`src/hdl/netlist_token_lexer_defines.svh`:
```
// Assertion macros for the netlist token lexer.
// Used by the top level; expects clk and rst_n in scope.
`ifndef NETLIST_TOKEN_LEXER_DEFINES_SVH
`define NETLIST_TOKEN_LEXER_DEFINES_SVH

// Same-cycle implication, disabled in reset.
`define NTL_CHECK_NOW(name, ante, cons, msg) \
    name: assert property (@(posedge clk) disable iff (!rst_n) (ante) |-> (cons)) \
        else $error(msg);

// Next-cycle implication, disabled in reset.
`define NTL_CHECK_NEXT(name, ante, cons, msg) \
    name: assert property (@(posedge clk) disable iff (!rst_n) (ante) |=> (cons)) \
        else $error(msg);

`endif

```
`src/hdl/ntl_pkg.sv`:
```
// Shared types, constants and character-class functions for the netlist lexer.
// No dependencies.
package ntl_pkg;

    localparam int TEXT_W     = 8;
    localparam int KIND_W     = 5;
    localparam int OUT_COL_W  = 16;
    localparam int OUT_LINE_W = 24;
    localparam int OUT_LEN_W  = 9;
    localparam int NUM_KW     = 7;
    localparam int KW_MAX_LEN = 9;
    localparam int MAX_RECS   = 3;

    typedef logic [TEXT_W-1:0]     char_t;
    typedef logic [KIND_W-1:0]     kind_t;
    typedef logic [OUT_COL_W-1:0]  col_out_t;
    typedef logic [OUT_LINE_W-1:0] line_out_t;
    typedef logic [OUT_LEN_W-1:0]  len_out_t;
    typedef logic [NUM_KW-1:0]     kw_mask_t;
    typedef logic [1:0]            rec_cnt_t;

    localparam kind_t KIND_IDENT = 5'd0;
    localparam kind_t KIND_EQ    = 5'd8;
    localparam kind_t KIND_LPAR  = 5'd9;
    localparam kind_t KIND_RPAR  = 5'd10;
    localparam kind_t KIND_LBRC  = 5'd11;
    localparam kind_t KIND_RBRC  = 5'd12;
    localparam kind_t KIND_LBKT  = 5'd13;
    localparam kind_t KIND_RBKT  = 5'd14;
    localparam kind_t KIND_COMMA = 5'd15;
    localparam kind_t KIND_SEMI  = 5'd16;
    localparam kind_t KIND_COLON = 5'd17;
    localparam kind_t KIND_DOT   = 5'd18;
    localparam kind_t KIND_BASED = 5'd19;
    localparam kind_t KIND_UINT  = 5'd20;
    localparam kind_t KIND_EOF   = 5'd21;
    localparam kind_t KIND_ERR   = 5'd22;

    localparam char_t CH_LF     = 8'h0A;
    localparam char_t CH_SLASH  = 8'h2F;
    localparam char_t CH_STAR   = 8'h2A;
    localparam char_t CH_BSLASH = 8'h5C;
    localparam char_t CH_QUOTE  = 8'h27;
    localparam char_t CH_UNDER  = 8'h5F;

    localparam kw_mask_t KW_ALL = '1;

    typedef enum logic [9:0] {
        MODE_IDLE    = 10'b00_0000_0001,
        MODE_SLASH   = 10'b00_0000_0010,
        MODE_LINECMT = 10'b00_0000_0100,
        MODE_BLOCK   = 10'b00_0000_1000,
        MODE_STAR    = 10'b00_0001_0000,
        MODE_IDENT   = 10'b00_0010_0000,
        MODE_ESC     = 10'b00_0100_0000,
        MODE_UINT    = 10'b00_1000_0000,
        MODE_BASE    = 10'b01_0000_0000,
        MODE_DIGITS  = 10'b10_0000_0000
    } lex_mode_t;

    typedef struct packed {
        char_t     text_byte;
        logic      token_end;
        kind_t     kind;
        col_out_t  start_column;
        line_out_t line_number;
        len_out_t  text_length;
    } rec_t;

    typedef struct packed {
        logic     ended;
        rec_cnt_t rec_count;
    } core_status_t;

    typedef struct packed {
        logic     can_load;
        rec_cnt_t count;
    } outq_status_t;

    typedef logic [0:KW_MAX_LEN-1][7:0] kw_str_t;

    localparam kw_str_t KW_TEXT [NUM_KW] = '{
        "module   ", "endmodule", "input    ", "output   ",
        "inout    ", "wire     ", "assign   "
    };
    localparam logic [3:0] KW_LEN [NUM_KW] = '{
        4'd6, 4'd9, 4'd5, 4'd6, 4'd5, 4'd4, 4'd6
    };

    function automatic logic is_space(char_t c);
        return (c == 8'h20) || (c >= 8'h09 && c <= 8'h0D);
    endfunction

    function automatic logic is_digit(char_t c);
        return c >= 8'h30 && c <= 8'h39;
    endfunction

    function automatic logic is_alpha(char_t c);
        return (c >= 8'h61 && c <= 8'h7A) || (c >= 8'h41 && c <= 8'h5A);
    endfunction

    function automatic logic is_hex_lc(char_t c);
        return is_digit(c) || (c >= 8'h61 && c <= 8'h66);
    endfunction

    function automatic logic is_base(char_t c);
        return c == 8'h62 || c == 8'h64 || c == 8'h6F || c == 8'h68;
    endfunction

    function automatic char_t to_lower(char_t c);
        return (c >= 8'h41 && c <= 8'h5A) ? (c | 8'h20) : c;
    endfunction

    function automatic kind_t punct_kind(char_t c);
        kind_t k;
        case (c)
            8'h3D:   k = KIND_EQ;
            8'h28:   k = KIND_LPAR;
            8'h29:   k = KIND_RPAR;
            8'h7B:   k = KIND_LBRC;
            8'h7D:   k = KIND_RBRC;
            8'h5B:   k = KIND_LBKT;
            8'h5D:   k = KIND_RBKT;
            8'h2C:   k = KIND_COMMA;
            8'h3B:   k = KIND_SEMI;
            8'h3A:   k = KIND_COLON;
            8'h2E:   k = KIND_DOT;
            default: k = KIND_IDENT;
        endcase
        return k;
    endfunction

    // pos must be below KW_MAX_LEN
    function automatic kw_mask_t kw_update(kw_mask_t cand, logic [3:0] pos, char_t c);
        kw_mask_t m;
        m = cand;
        for (int k = 0; k < NUM_KW; k++)
        begin
            if (pos >= KW_LEN[k] || KW_TEXT[k][pos] != c)
                m[k] = 1'b0;
        end
        return m;
    endfunction

    // first surviving keyword whose length matches wins
    function automatic kind_t ident_kind(kw_mask_t cand, logic [3:0] len, logic len_ok);
        kind_t k_out;
        k_out = KIND_IDENT;
        for (int k = NUM_KW - 1; k >= 0; k--)
        begin
            if (cand[k] && len_ok && KW_LEN[k] == len)
                k_out = kind_t'(k + 1);
        end
        return k_out;
    endfunction

endpackage

```
`src/hdl/ntl_in_if.sv`:
```
// Character input channel: one source byte or end-of-input mark per word.
// Depends on ntl_pkg.
interface ntl_in_if;
    logic           valid;
    logic           ready;
    ntl_pkg::char_t in_byte;
    logic           end_of_input;

    modport source (output valid, in_byte, end_of_input, input ready);
    modport sink   (input valid, in_byte, end_of_input, output ready);
endinterface

```
`src/hdl/ntl_out_if.sv`:
```
// Token record output channel: one text or closing record per word.
// Depends on ntl_pkg.
interface ntl_out_if;
    logic                 valid;
    logic                ready;
    ntl_pkg::char_t      text_byte;
    logic                token_end;
    ntl_pkg::kind_t      kind;
    ntl_pkg::col_out_t   start_column;
    ntl_pkg::line_out_t  line_number;
    ntl_pkg::len_out_t   text_length;

    modport source (output valid, text_byte, token_end, kind, start_column,
                    line_number, text_length, input ready);
    modport sink   (input valid, text_byte, token_end, kind, start_column,
                    line_number, text_length, output ready);
endinterface

```
`src/hdl/netlist_token_lexer.sv`:
```
// A byte is registered at acceptance; its records enter the result register once it can load.
// Throughput: one byte per cycle while each byte yields at most one record and the output is
// ready; a byte that yields more (up to 3) holds the input until the one-word output drains them.
// Reset (rst_n low, async): idle mode, line 1, column 0, no input or output word held.
// Depends on ntl_pkg, ntl_in_if, ntl_out_if, ntl_core, ntl_outq and the defines header.
`include "netlist_token_lexer_defines.svh"

module netlist_token_lexer #(
    parameter int MAX_TOKEN_LEN = 256,
    parameter int LINE_BITS     = 24,
    parameter int COLUMN_BITS   = 16
) (
    input  logic      clk,
    input  logic      rst_n,
    ntl_in_if.sink    chars,
    ntl_out_if.source tokens
);

    logic                  in_valid_reg;
    ntl_pkg::char_t        in_byte_reg;
    logic                  eoi_reg;
    logic                  advance;
    ntl_pkg::rec_t         recs [ntl_pkg::MAX_RECS];
    ntl_pkg::core_status_t core_st;
    ntl_pkg::outq_status_t outq_st;

    assign advance     = in_valid_reg && outq_st.can_load;
    assign chars.ready = !in_valid_reg || advance;

    always_ff @(posedge clk or negedge rst_n)
    begin
        if (!rst_n)
            in_valid_reg <= 1'b0;
        else if (chars.valid && chars.ready)
            in_valid_reg <= 1'b1;
        else if (advance)
            in_valid_reg <= 1'b0;
    end

    always_ff @(posedge clk)
    begin
        if (chars.valid && chars.ready)
        begin
            in_byte_reg <= chars.in_byte;
            eoi_reg     <= chars.end_of_input;
        end
    end

    ntl_core #(
        .MAX_TOKEN_LEN (MAX_TOKEN_LEN),
        .LINE_BITS     (LINE_BITS),
        .COLUMN_BITS   (COLUMN_BITS)
    ) u_core (
        .clk          (clk),
        .rst_n        (rst_n),
        .advance      (advance),
        .in_byte      (in_byte_reg),
        .end_of_input (eoi_reg),
        .recs         (recs),
        .status       (core_st)
    );

    ntl_outq u_outq (
        .clk        (clk),
        .rst_n      (rst_n),
        .load       (advance),
        .load_count (core_st.rec_count),
        .load_recs  (recs),
        .tokens     (tokens),
        .status     (outq_st)
    );

    `NTL_CHECK_NEXT(a_recs_shown, advance && core_st.rec_count != 2'd0, tokens.valid, "records lost")
    `NTL_CHECK_NOW(a_eof_single, advance && core_st.ended, core_st.rec_count == 2'd1, "bad eof")
    `NTL_CHECK_NEXT(a_word_held, in_valid_reg && !advance, in_valid_reg && $stable(in_byte_reg), "word lost")
    `NTL_CHECK_NOW(a_no_overrun, advance, outq_st.count <= 2'd1, "result overwrite")

endmodule

```
`src/hdl/ntl_core.sv`:
```
// Lexer state registers and the per-byte next-state / record logic.
// Depends on ntl_pkg.
module ntl_core #(
    parameter int MAX_TOKEN_LEN = 256,
    parameter int LINE_BITS     = 24,
    parameter int COLUMN_BITS   = 16
) (
    input  logic                  clk,
    input  logic                  rst_n,
    input  logic                  advance,
    input  ntl_pkg::char_t        in_byte,
    input  logic                  end_of_input,
    output ntl_pkg::rec_t         recs [ntl_pkg::MAX_RECS],
    output ntl_pkg::core_status_t status
);

    localparam int LEN_W = $clog2(MAX_TOKEN_LEN + 1);
    localparam logic [LINE_BITS-1:0]   LINE_MAX = '1;
    localparam logic [COLUMN_BITS-1:0] COL_MAX  = '1;

    ntl_pkg::lex_mode_t        mode_reg, mode_next;
    logic [LINE_BITS-1:0]      line_reg, line_next;
    logic [COLUMN_BITS-1:0]    col_reg, col_next;
    logic [COLUMN_BITS-1:0]    tok_col_reg, tok_col_next;
    logic [LEN_W-1:0]          tok_len_reg, tok_len_next;
    ntl_pkg::kw_mask_t         cand_reg, cand_next;
    logic                      ended_reg, ended_next;
    ntl_pkg::rec_cnt_t         rec_cnt;

    function automatic ntl_pkg::rec_t make_rec(
        ntl_pkg::char_t text, logic is_end, ntl_pkg::kind_t kind,
        logic [COLUMN_BITS-1:0] col, logic [LINE_BITS-1:0] line, logic [LEN_W-1:0] len);
        ntl_pkg::rec_t r;
        r.text_byte    = text;
        r.token_end    = is_end;
        r.kind         = kind;
        r.start_column = ntl_pkg::col_out_t'(col);
        r.line_number  = ntl_pkg::line_out_t'(line);
        r.text_length  = ntl_pkg::len_out_t'(len);
        return r;
    endfunction

    function automatic ntl_pkg::rec_t text_rec(ntl_pkg::char_t text);
        ntl_pkg::rec_t r;
        r = '0;
        r.text_byte = text;
        return r;
    endfunction

    always_comb
    begin
        ntl_pkg::char_t c;
        ntl_pkg::char_t l;
        logic           keep_a;
        ntl_pkg::char_t kc_a;
        logic           close_a;
        ntl_pkg::kind_t kind_a;
        logic           to_idle;
        logic           len_ok;

        c       = in_byte;
        l       = ntl_pkg::to_lower(in_byte);
        keep_a  = 1'b0;
        kc_a    = c;
        close_a = 1'b0;
        kind_a  = ntl_pkg::KIND_ERR;
        to_idle = 1'b0;
        len_ok  = tok_len_reg <= LEN_W'(ntl_pkg::KW_MAX_LEN);

        mode_next    = mode_reg;
        line_next    = line_reg;
        col_next     = col_reg;
        tok_col_next = tok_col_reg;
        tok_len_next = tok_len_reg;
        cand_next    = cand_reg;
        ended_next   = ended_reg;
        rec_cnt      = '0;
        for (int i = 0; i < ntl_pkg::MAX_RECS; i++)
            recs[i] = '0;

        if (ended_reg)
        begin
            recs[rec_cnt] = make_rec('0, 1'b1, ntl_pkg::KIND_EOF, col_reg, line_reg, '0);
            rec_cnt = rec_cnt + 2'd1;
        end
        else if (end_of_input)
        begin
            case (mode_reg)
                ntl_pkg::MODE_IDENT:
                begin
                    close_a = 1'b1;
                    kind_a  = ntl_pkg::ident_kind(cand_reg, tok_len_reg[3:0], len_ok);
                end
                ntl_pkg::MODE_ESC:
                begin
                    close_a = 1'b1;
                    kind_a  = ntl_pkg::KIND_IDENT;
                end
                ntl_pkg::MODE_IDLE, ntl_pkg::MODE_LINECMT: ;
                default: close_a = 1'b1;
            endcase
            if (close_a)
            begin
                recs[rec_cnt] = make_rec('0, 1'b1, kind_a, tok_col_reg, line_reg, tok_len_reg);
                rec_cnt = rec_cnt + 2'd1;
            end
            recs[rec_cnt] = make_rec('0, 1'b1, ntl_pkg::KIND_EOF, col_reg, line_reg, '0);
            rec_cnt = rec_cnt + 2'd1;
            mode_next    = ntl_pkg::MODE_IDLE;
            tok_len_next = '0;
            ended_next   = 1'b1;
        end
        else
        begin
            if (col_reg != COL_MAX)
                col_next = col_reg + COLUMN_BITS'(1);

            case (mode_reg)
                ntl_pkg::MODE_SLASH:
                begin
                    if (c == ntl_pkg::CH_SLASH)
                        mode_next = ntl_pkg::MODE_LINECMT;
                    else if (c == ntl_pkg::CH_STAR)
                        mode_next = ntl_pkg::MODE_BLOCK;
                    else
                        close_a = 1'b1;
                end
                ntl_pkg::MODE_LINECMT:
                begin
                    if (c == ntl_pkg::CH_LF)
                        mode_next = ntl_pkg::MODE_IDLE;
                end
                ntl_pkg::MODE_BLOCK:
                begin
                    if (c == ntl_pkg::CH_STAR)
                        mode_next = ntl_pkg::MODE_STAR;
                end
                ntl_pkg::MODE_STAR:
                begin
                    if (c == ntl_pkg::CH_SLASH)
                        mode_next = ntl_pkg::MODE_IDLE;
                    else if (c != ntl_pkg::CH_STAR)
                        mode_next = ntl_pkg::MODE_BLOCK;
                end
                ntl_pkg::MODE_IDENT:
                begin
                    if (ntl_pkg::is_alpha(c) || ntl_pkg::is_digit(c) || c == ntl_pkg::CH_UNDER)
                        keep_a = 1'b1;
                    else
                    begin
                        close_a = 1'b1;
                        kind_a  = ntl_pkg::ident_kind(cand_reg, tok_len_reg[3:0], len_ok);
                        to_idle = 1'b1;
                    end
                end
                ntl_pkg::MODE_ESC:
                begin
                    if (!ntl_pkg::is_space(c))
                        keep_a = 1'b1;
                    else
                    begin
                        close_a = 1'b1;
                        kind_a  = ntl_pkg::KIND_IDENT;
                        to_idle = 1'b1;
                    end
                end
                ntl_pkg::MODE_UINT:
                begin
                    if (ntl_pkg::is_digit(c))
                        keep_a = 1'b1;
                    else if (c != ntl_pkg::CH_UNDER)
                    begin
                        close_a = 1'b1;
                        kind_a  = ntl_pkg::KIND_UINT;
                        to_idle = 1'b1;
                    end
                end
                ntl_pkg::MODE_BASE:
                begin
                    if (ntl_pkg::is_base(l))
                    begin
                        keep_a    = 1'b1;
                        kc_a      = l;
                        mode_next = ntl_pkg::MODE_DIGITS;
                    end
                    else
                        close_a = 1'b1;
                end
                ntl_pkg::MODE_DIGITS:
                begin
                    if (ntl_pkg::is_hex_lc(l))
                    begin
                        keep_a = 1'b1;
                        kc_a   = l;
                    end
                    else if (c != ntl_pkg::CH_UNDER)
                    begin
                        close_a = 1'b1;
                        kind_a  = ntl_pkg::KIND_BASED;
                        to_idle = 1'b1;
                    end
                end
                default: to_idle = 1'b1;
            endcase

            // continue current token
            if (keep_a)
            begin
                if (tok_len_reg >= LEN_W'(MAX_TOKEN_LEN))
                    cand_next = '0;
                else
                begin
                    if (tok_len_reg > LEN_W'(ntl_pkg::KW_MAX_LEN - 1))
                        cand_next = '0;
                    else
                        cand_next = ntl_pkg::kw_update(cand_reg, tok_len_reg[3:0], kc_a);
                    recs[rec_cnt] = text_rec(kc_a);
                    rec_cnt = rec_cnt + 2'd1;
                    tok_len_next = tok_len_reg + LEN_W'(1);
                end
            end

            if (close_a)
            begin
                recs[rec_cnt] = make_rec('0, 1'b1, kind_a, tok_col_reg, line_reg, tok_len_reg);
                rec_cnt = rec_cnt + 2'd1;
                tok_len_next = '0;
                mode_next    = ntl_pkg::MODE_IDLE;
            end

            // byte lexed from idle
            if (to_idle)
            begin
                mode_next    = ntl_pkg::MODE_IDLE;
                tok_len_next = '0;
                cand_next    = ntl_pkg::KW_ALL;
                if (!ntl_pkg::is_space(c))
                begin
                    tok_col_next = col_next;
                    if (ntl_pkg::is_alpha(c) || c == ntl_pkg::CH_UNDER || ntl_pkg::is_digit(c)
                        || c == ntl_pkg::CH_QUOTE || ntl_pkg::punct_kind(c) != ntl_pkg::KIND_IDENT)
                    begin
                        cand_next = ntl_pkg::kw_update(ntl_pkg::KW_ALL, 4'd0, c);
                        recs[rec_cnt] = text_rec(c);
                        rec_cnt = rec_cnt + 2'd1;
                        tok_len_next = LEN_W'(1);
                    end
                    if (ntl_pkg::is_alpha(c) || c == ntl_pkg::CH_UNDER)
                        mode_next = ntl_pkg::MODE_IDENT;
                    else if (c == ntl_pkg::CH_BSLASH)
                        mode_next = ntl_pkg::MODE_ESC;
                    else if (ntl_pkg::is_digit(c))
                        mode_next = ntl_pkg::MODE_UINT;
                    else if (c == ntl_pkg::CH_QUOTE)
                        mode_next = ntl_pkg::MODE_BASE;
                    else if (c == ntl_pkg::CH_SLASH)
                        mode_next = ntl_pkg::MODE_SLASH;
                    else
                    begin
                        // punctuator, or stray byte with length 0
                        recs[rec_cnt] = make_rec('0, 1'b1,
                            (ntl_pkg::punct_kind(c) != ntl_pkg::KIND_IDENT)
                                ? ntl_pkg::punct_kind(c) : ntl_pkg::KIND_ERR,
                            col_next, line_reg, tok_len_next);
                        rec_cnt = rec_cnt + 2'd1;
                        tok_len_next = '0;
                    end
                end
            end

            if (c == ntl_pkg::CH_LF)
            begin
                if (line_reg != LINE_MAX)
                    line_next = line_reg + LINE_BITS'(1);
                col_next = '0;
            end
        end
    end

    always_ff @(posedge clk or negedge rst_n)
    begin
        if (!rst_n)
        begin
            mode_reg    <= ntl_pkg::MODE_IDLE;
            line_reg    <= LINE_BITS'(1);
            col_reg     <= '0;
            tok_col_reg <= '0;
            tok_len_reg <= '0;
            cand_reg    <= ntl_pkg::KW_ALL;
            ended_reg   <= 1'b0;
        end
        else if (advance)
        begin
            mode_reg    <= mode_next;
            line_reg    <= line_next;
            col_reg     <= col_next;
            tok_col_reg <= tok_col_next;
            tok_len_reg <= tok_len_next;
            cand_reg    <= cand_next;
            ended_reg   <= ended_next;
        end
    end

    assign status.ended     = ended_reg;
    assign status.rec_count = rec_cnt;

endmodule

```
`src/hdl/ntl_outq.sv`:
```
// Result register: holds up to three records of one byte, drains one per cycle while the sink is ready.
// Depends on ntl_pkg and ntl_out_if.
module ntl_outq (
    input  logic                  clk,
    input  logic                  rst_n,
    input  logic                  load,
    input  ntl_pkg::rec_cnt_t     load_count,
    input  ntl_pkg::rec_t         load_recs [ntl_pkg::MAX_RECS],
    ntl_out_if.source             tokens,
    output ntl_pkg::outq_status_t status
);

    ntl_pkg::rec_t     rec_reg [ntl_pkg::MAX_RECS];
    ntl_pkg::rec_cnt_t cnt_reg;
    logic              pop;

    assign pop             = (cnt_reg != 2'd0) && tokens.ready;
    assign status.can_load = (cnt_reg == 2'd0) || ((cnt_reg == 2'd1) && tokens.ready);
    assign status.count    = cnt_reg;

    always_ff @(posedge clk or negedge rst_n)
    begin
        if (!rst_n)
            cnt_reg <= '0;
        else if (load)
            cnt_reg <= load_count;
        else if (pop)
            cnt_reg <= cnt_reg - 2'd1;
    end

    always_ff @(posedge clk)
    begin
        if (load)
            rec_reg <= load_recs;
        else if (pop)
        begin
            for (int i = 0; i < ntl_pkg::MAX_RECS - 1; i++)
                rec_reg[i] <= rec_reg[i + 1];
        end
    end

    assign tokens.valid        = cnt_reg != 2'd0;
    assign tokens.text_byte    = rec_reg[0].text_byte;
    assign tokens.token_end    = rec_reg[0].token_end;
    assign tokens.kind         = rec_reg[0].kind;
    assign tokens.start_column = rec_reg[0].start_column;
    assign tokens.line_number  = rec_reg[0].line_number;
    assign tokens.text_length  = rec_reg[0].text_length;

endmodule

```
`src/flat_wrapper.sv`:
```
// flat-port wrapper written by rule: the top's interface ports become plain ports
module netlist_token_lexer_flat 
#(
    parameter int MAX_TOKEN_LEN = 256,
    parameter int LINE_BITS     = 24,
    parameter int COLUMN_BITS   = 16
)
  (clk, rst_n, chars_valid, chars_in_byte, chars_end_of_input, chars_ready, tokens_valid, tokens_text_byte, tokens_token_end, tokens_kind, tokens_start_column, tokens_line_number, tokens_text_length, tokens_ready);
  ntl_in_if chars_i ();
  ntl_out_if tokens_i ();
  input  logic clk;
  input  logic rst_n;
  input wire logic [$bits(chars_i.valid)-1:0] chars_valid;
  input wire logic [$bits(chars_i.in_byte)-1:0] chars_in_byte;
  input wire logic [$bits(chars_i.end_of_input)-1:0] chars_end_of_input;
  output wire logic [$bits(chars_i.ready)-1:0] chars_ready;
  output wire logic [$bits(tokens_i.valid)-1:0] tokens_valid;
  output wire logic [$bits(tokens_i.text_byte)-1:0] tokens_text_byte;
  output wire logic [$bits(tokens_i.token_end)-1:0] tokens_token_end;
  output wire logic [$bits(tokens_i.kind)-1:0] tokens_kind;
  output wire logic [$bits(tokens_i.start_column)-1:0] tokens_start_column;
  output wire logic [$bits(tokens_i.line_number)-1:0] tokens_line_number;
  output wire logic [$bits(tokens_i.text_length)-1:0] tokens_text_length;
  input wire logic [$bits(tokens_i.ready)-1:0] tokens_ready;
  assign chars_i.valid = chars_valid;
  assign chars_i.in_byte = chars_in_byte;
  assign chars_i.end_of_input = chars_end_of_input;
  assign chars_ready = chars_i.ready;
  assign tokens_valid = tokens_i.valid;
  assign tokens_text_byte = tokens_i.text_byte;
  assign tokens_token_end = tokens_i.token_end;
  assign tokens_kind = tokens_i.kind;
  assign tokens_start_column = tokens_i.start_column;
  assign tokens_line_number = tokens_i.line_number;
  assign tokens_text_length = tokens_i.text_length;
  assign tokens_i.ready = tokens_ready;
  netlist_token_lexer #(.MAX_TOKEN_LEN(MAX_TOKEN_LEN), .LINE_BITS(LINE_BITS), .COLUMN_BITS(COLUMN_BITS)) u_core (.clk(clk), .rst_n(rst_n), .chars(chars_i), .tokens(tokens_i));
endmodule
```
`config.mk`:
```
export PLATFORM = sky130hd
export DESIGN_NAME = netlist_token_lexer_flat
export DESIGN_NICKNAME = d
export VERILOG_FILES = /design/src/hdl/ntl_pkg.sv /design/src/hdl/ntl_in_if.sv /design/src/hdl/ntl_out_if.sv /design/src/hdl/netlist_token_lexer.sv /design/src/hdl/ntl_core.sv /design/src/hdl/ntl_outq.sv /design/src/flat_wrapper.sv
export VERILOG_INCLUDE_DIRS = /design/src /design/src/hdl
export SDC_FILE = /design/constraint.sdc
export NUM_CORES = 1
export LEC_CHECK = 0
export BUFFER_PORTS_ARGS = -buffer_cell sky130_fd_sc_hd__buf_2
export CAP_MARGIN = 30
export CORE_MARGIN = 2
export CORE_UTILIZATION = 40
export CTS_BUF_LIST = sky130_fd_sc_hd__clkbuf_8
export DETAILED_ROUTE_END_ITERATION = 6
export SETUP_SLACK_MARGIN = 0.02
export SLEW_MARGIN = 25
export SYNTH_ARGS = -nofsm -noshare
export SYNTH_HDL_FRONTEND = slang
export SYNTH_HIERARCHICAL = 1
export SYNTH_SLANG_ARGS = --single-unit
```
`constraint.sdc`:
```
create_clock -name clk -period 4.6 [get_ports clk]
set_input_delay 0.92 -clock clk [delete_from_list [all_inputs] [get_ports clk]]
set_output_delay 0.92 -clock clk [all_outputs]
set_load 0.01 [all_outputs]
```
* Yosys cells after proc, flatten, opt, wreduce, memory -nomap -nowiden
Memory sizes are Yosys's and may differ from the RTL's. Index checks and enable logic that the tools add are counted.
Word-level totals: register bits 284, ROM bits 896, input port bits 13, memories 7
Operators by class: add/subtract/negate cells 8, order comparisons 28, eq/ne operators 60, multiplexer cells 202, bitwise operators 8, reduce and logical (&&, ||, !) cells 80
Memories:
- (name not given) | depth 16, bits a word 8, rd ports 1, clocked after memory_dff 0, write ports 0, RTL line ntl_pkg.sv:139 | if (pos >= KW_LEN[k] || KW_TEXT[k][pos] != c)
- (name not given) | depth 16, bits a word 8, rd ports 1, clocked after memory_dff 0, write ports 0, RTL line ntl_pkg.sv:139
- (name not given) | depth 16, bits a word 8, rd ports 1, clocked after memory_dff 0, write ports 0, RTL line ntl_pkg.sv:139
- (name not given) | depth 16, bits a word 8, rd ports 1, clocked after memory_dff 0, write ports 0, RTL line ntl_pkg.sv:139
- (name not given) | depth 16, bits a word 8, rd ports 1, clocked after memory_dff 0, write ports 0, RTL line ntl_pkg.sv:139
- (name not given) | depth 16, bits a word 8, rd ports 1, clocked after memory_dff 0, write ports 0, RTL line ntl_pkg.sv:139
- 1 more memories
Operator list (number):
- 189-bit 2-to-1 mux | 16
- 189-bit bitwise mux | 4
- 63-bit 2-to-1 mux | 11
- 63-bit demux with 2-bit select | 4
- 126-bit 2-to-1 mux | 3
- 9-bit 2-to-1 mux | 20
- 8-bit 2-to-1 mux | 16
- 5-bit 2-to-1 mux | 23
- 10-bit 2-to-1 mux | 10
- 8-bit by 6-bit equality test with 1-bit output (second input constant) | 11
- 8-bit by 7-bit equality test with 1-bit output (second input constant) | 10
- 16-bit 2-to-1 mux | 4
- 8-bit != test | 7
- 55-bit 2-to-1 mux | 1
- 5-bit one-hot mux with 11 select lines | 1
- 2-bit 2-to-1 mux | 26
- 10-bit one-hot mux with 5 select lines | 1
- 7-bit by 8-bit != test with 1-bit output (first input constant) | 6
- 5-bit AND reduction | 9
- 1-bit 2-to-1 mux | 43
- 7-bit 2-to-1 mux | 6
- 4-bit nonzero test | 8
- 1-bit logical AND | 28
- 24-bit by 1-bit adder with 24-bit output (second input constant) | 1
- other kinds (60) | 117

* Depth between registers and ports, before layout
depth in word-level cells 40, depth in mapped cells 19, gate-level depth less buffers 14

* Modules after synthesis
The synthesis kept the hierarchy.
Modules (own cells, without submodules):
- ntl_core | times used 1, cells an instance 1130, area an instance 8326.7 sq um, seq. area each 2088.3 sq um
- ntl_outq | times used 1, cells an instance 410, area an instance 8145.3 sq um, seq. area each 5725.5 sq um
- netlist_token_lexer | times used 1, cells an instance 14, area an instance 330.3 sq um, seq. area each 295.3 sq um

* Least setup slack after synthesis
Ideal clock, no wire load.
kind input -> register, start point in tokens_ready, end point reg u_core/u_outq/rec_reg[100] in the netlist's numbering, enable pin, setup time 432 ps, arrival time 4758 ps, setup slack -590 ps, stages on the path 7, buffers on the path 3, cell sequence nand2_1 nand2_1 and2_1 buf_6 buf_6 buf_6 or2_2
RTL lines:
- start, declared | RTL line flat_wrapper.sv:24 | input wire logic [$bits(tokens_i.ready)-1:0] tokens_ready;
- end signal, assigned | RTL line ntl_outq.sv:34 | rec_reg <= load_recs;
- end signal, assigned by index | RTL line ntl_outq.sv:38 | rec_reg[i] <= rec_reg[i + 1];
- end, declared | RTL line ntl_outq.sv:13 | ntl_pkg::rec_t rec_reg [ntl_pkg::MAX_RECS];

==> results.json <==
{
  "startpoint_type": "flop",
  "worstPathMaxFanout": 13,
  "power_density_mw_per_mm2": 593.2,
  "wl_um": 42210,
  "finalHoldViolations": 0,
  "p_leak_nw": 7.148,
  "cp.depth": 13,
  "worst_path_dominant_cell_family": "simple AND/OR/NAND/NOR gates",
  "io_pins": 78,
  "drc": 0,
  "cp_cell_sequence": "or4b_4, or2_1, nand3_1, o21ai_1, or3_1, buf_4, ha_1, o41ai_2, nand2_1, a31oi_4, buf_12, o221ai_1, mux2_1",
  "status": "finished clean",
  "slew_headroom_pct": 36.47,
  "end_kind": "flop",
  "wl_per_cell_um": 19.56,
  "r2r_start": "u_core/in_byte_reg[6]$_DFFE_PP_",
  "swShare_pct": 35.11,
  "insertion_delay_ns": 0.62,
  "skew_ns": 0.02808,
  "postCtsHoldBufs": 0,
  "rsz0062_at_grt": "false",
  "r2r-end": "u_core/u_outq/tokens.start_column[1]$_DFFE_PP_",
  "cts_tree": "done",
  "drtPass1Iterations": 5,
  "finalCritPeriodShare_pct": 95.61,
  "whs_ns": 0.2063,
  "viasPerCell": 5.482,
  "peakVddDrop_mv": 0.3147,
  "sequentialPowerShare_pct": 42.0,
  "p_sw_mw": 3.793,
  "gr-usage-all-layers_pct": 19.18,
  "synthCells": 1553,
  "fin_setup_tns_ns": 0,
  "drive_gt1_share_pct": 23.53,
  "critPathLaunch": "u_core/in_byte_reg[6]$_DFFE_PP_",
  "grt_pass1_vias": 11530,
  "cts.clk_slew.worst_paths_ns": 0.06,
  "final_antenna_net_count": 0,
  "hp-class": "input pin to async pin",
  "design_area_mm2": 0.01821,
  "fp.dieH_um": 208.9,
  "die_area_mm2": 0.04364,
  "first_iter_violations": 945,
  "arrival_ns": 4.74,
  "cp-endpoint": "u_core/u_outq/tokens.start_column[1]$_DFFE_PP_",
  "finalNetCount": 1609,
  "antennaDiodeCount": 0,
  "maxCapViolations": 0,
  "largest_reg_flops": 126,
  "fin_crit_ns": 4.398,
  "antenna_found_initial": 0,
  "clockBufferDepth": 3,
  "root_buffer": "clkbuf_8",
  "utilization_pct": 43.71,
  "numCtsBuffers": 50,
  "fp-row-count": 75,
  "setup_viol": 0,
  "place_hpwl_um": 28530,
  "die_w_um": 208.9,
  "initial_core_util_pct": 40.31,
  "drv_slew": 0,
  "synth-warning-count": 6,
  "pwr-share-clk_pct": 20.0,
  "grt_max_degree": 72,
  "required_ns": 4.95,
  "cts_resized": 0,
  "slowest_stage": "or4b_4",
  "grt_pass1_wl_um": 65990,
  "cp_num_buf_inv": 2,
  "cts.sinks": 284,
  "numPortBuffers": 77,
  "slowest_delay_ns": 0.59,
  "max_freq_mhz": 227.4,
  "synth_area_per_cell_um2": 10.81,
  "synthesis.area_mm2": 0.01679,
  "gp_congestion": 0.8955,
  "intPower_mw": 7.010,
  "path_class": "flop to flop",
  "placed_area_mm2": 0.01728,
  "core_mm2": 0.04167,
  "reg2regPathDepth": 13,
  "vias": 11830,
  "overflow": 0,
  "cts_max_level": 2,
  "postCtsSetupBuffers": 0,
  "area_growth_pct": 8.426,
  "worstMarginPinSlew_ns": 0.9530,
  "r2r_slack_ns": 0.20,
  "combPwrFrac_pct": 38.0
}
## metrics by stage
| step | setup WS (ns) | power, mW | std cells |
|---|---|---|---|
| floorplan | 0.1459 | 7.880 | 1570 |
| global placement | 0.3390 | 8.621 | 2066 |
| detailed placement | 0.2702 | 8.682 | 2067 |
| CTS | 0.2247 | 10.90 | 2157 |
| global route | 0.03518 | 11.42 | 2158 |
| finish | 0.2019 | 10.80 | 2158 |
## power by group through the flow
stage | Sequential (mW) | Clock, mW | Combinational, mW
3_5_place_dp | 4.60 | 0 | 4.09
4_1_cts | 4.56 | 2.24 | 4.10
6_report | 4.54 | 2.16 | 4.10
3_3_place_gp | 4.58 | 0 | 4.04
2_1_floorplan | 4.41 | 0 | 3.47
5_1_grt | 4.64 | 2.35 | 4.43
## area by class of cell
| class | instances | area [um2] |
|---|---|---|
| Multi-Input combinational cell | 1064 | 7440 |
| Clock inverter | 38 | 190.2 |
| Fill cell | 4032 | 23460 |
| Inverter | 44 | 165.2 |
| Tap cell | 539 | 674.4 |
| Sequential cell | 284 | 8109 |
| Timing Repair Buffer | 137 | 915.9 |
| Clock buffer | 52 | 715.7 |
## how the worst min path moves through the flow
| stage | start | to | slack (ns) | cells past startpoint |
|---|---|---|---|---|
| 4_1_cts | rst_n | u_core/u_core/tok_len_reg[2]$_DFFE_PN0P_ | 0.17 | 1 |
| 3_5_place_dp | u_core/u_core/tok_col_reg[5]$_DFFE_PN0P_ | u_core/u_core/tok_col_reg[5]$_DFFE_PN0P_ | 0.47 | 2 |
| 5_1_grt | rst_n | u_core/u_core/line_reg[23]$_DFFE_PN0P_ | 0.19 | 1 |
| 6_report | rst_n | u_core/u_core/tok_len_reg[1]$_DFFE_PN0P_ | 0.21 | 1 |
| 2_1_floorplan | u_core/u_core/tok_col_reg[0]$_DFFE_PN0P_ | u_core/u_core/tok_col_reg[0]$_DFFE_PN0P_ | 0.45 | 2 |
| 3_3_place_gp | u_core/u_core/tok_col_reg[4]$_DFFE_PN0P_ | u_core/u_core/tok_col_reg[4]$_DFFE_PN0P_ | 0.46 | 2 |
## layer usage
layer,up-vias,GRT usage [%],wire [um]
met5,-,0,0
met4,0,6.527,977
met3,57,2.991,2058
met2,342,29.98,19350
met1,5832,27.18,19820
li1,5600,-,-
## cell usage in the layout, fill, tap and decap left out, types with 14 or more instances in the layout
| master | instances |
|---|---|
| a21oi_1 | 60 |
| a31oi_1 | 19 |
| and2_1 | 77 |
| and3_1 | 14 |
| buf_2 | 76 |
| buf_4 | 56 |
| clkbuf_8 | 52 |
| conb_1 | 18 |
| dfrtp_1 | 77 |
| edfxtp_1 | 198 |
| ha_1 | 15 |
| inv_1 | 61 |
| mux2_2 | 54 |
| mux2_4 | 76 |
| nand2_1 | 134 |
| nand3_1 | 41 |
| nand4_1 | 25 |
| nor2_1 | 122 |
| nor2b_1 | 27 |
| nor3_1 | 36 |
| nor4_1 | 14 |
| o21ai_0 | 66 |
| o31ai_1 | 15 |
| xnor2_1 | 40 |
| xor2_1 | 20 |
Power figures use the tool's default switching activity.
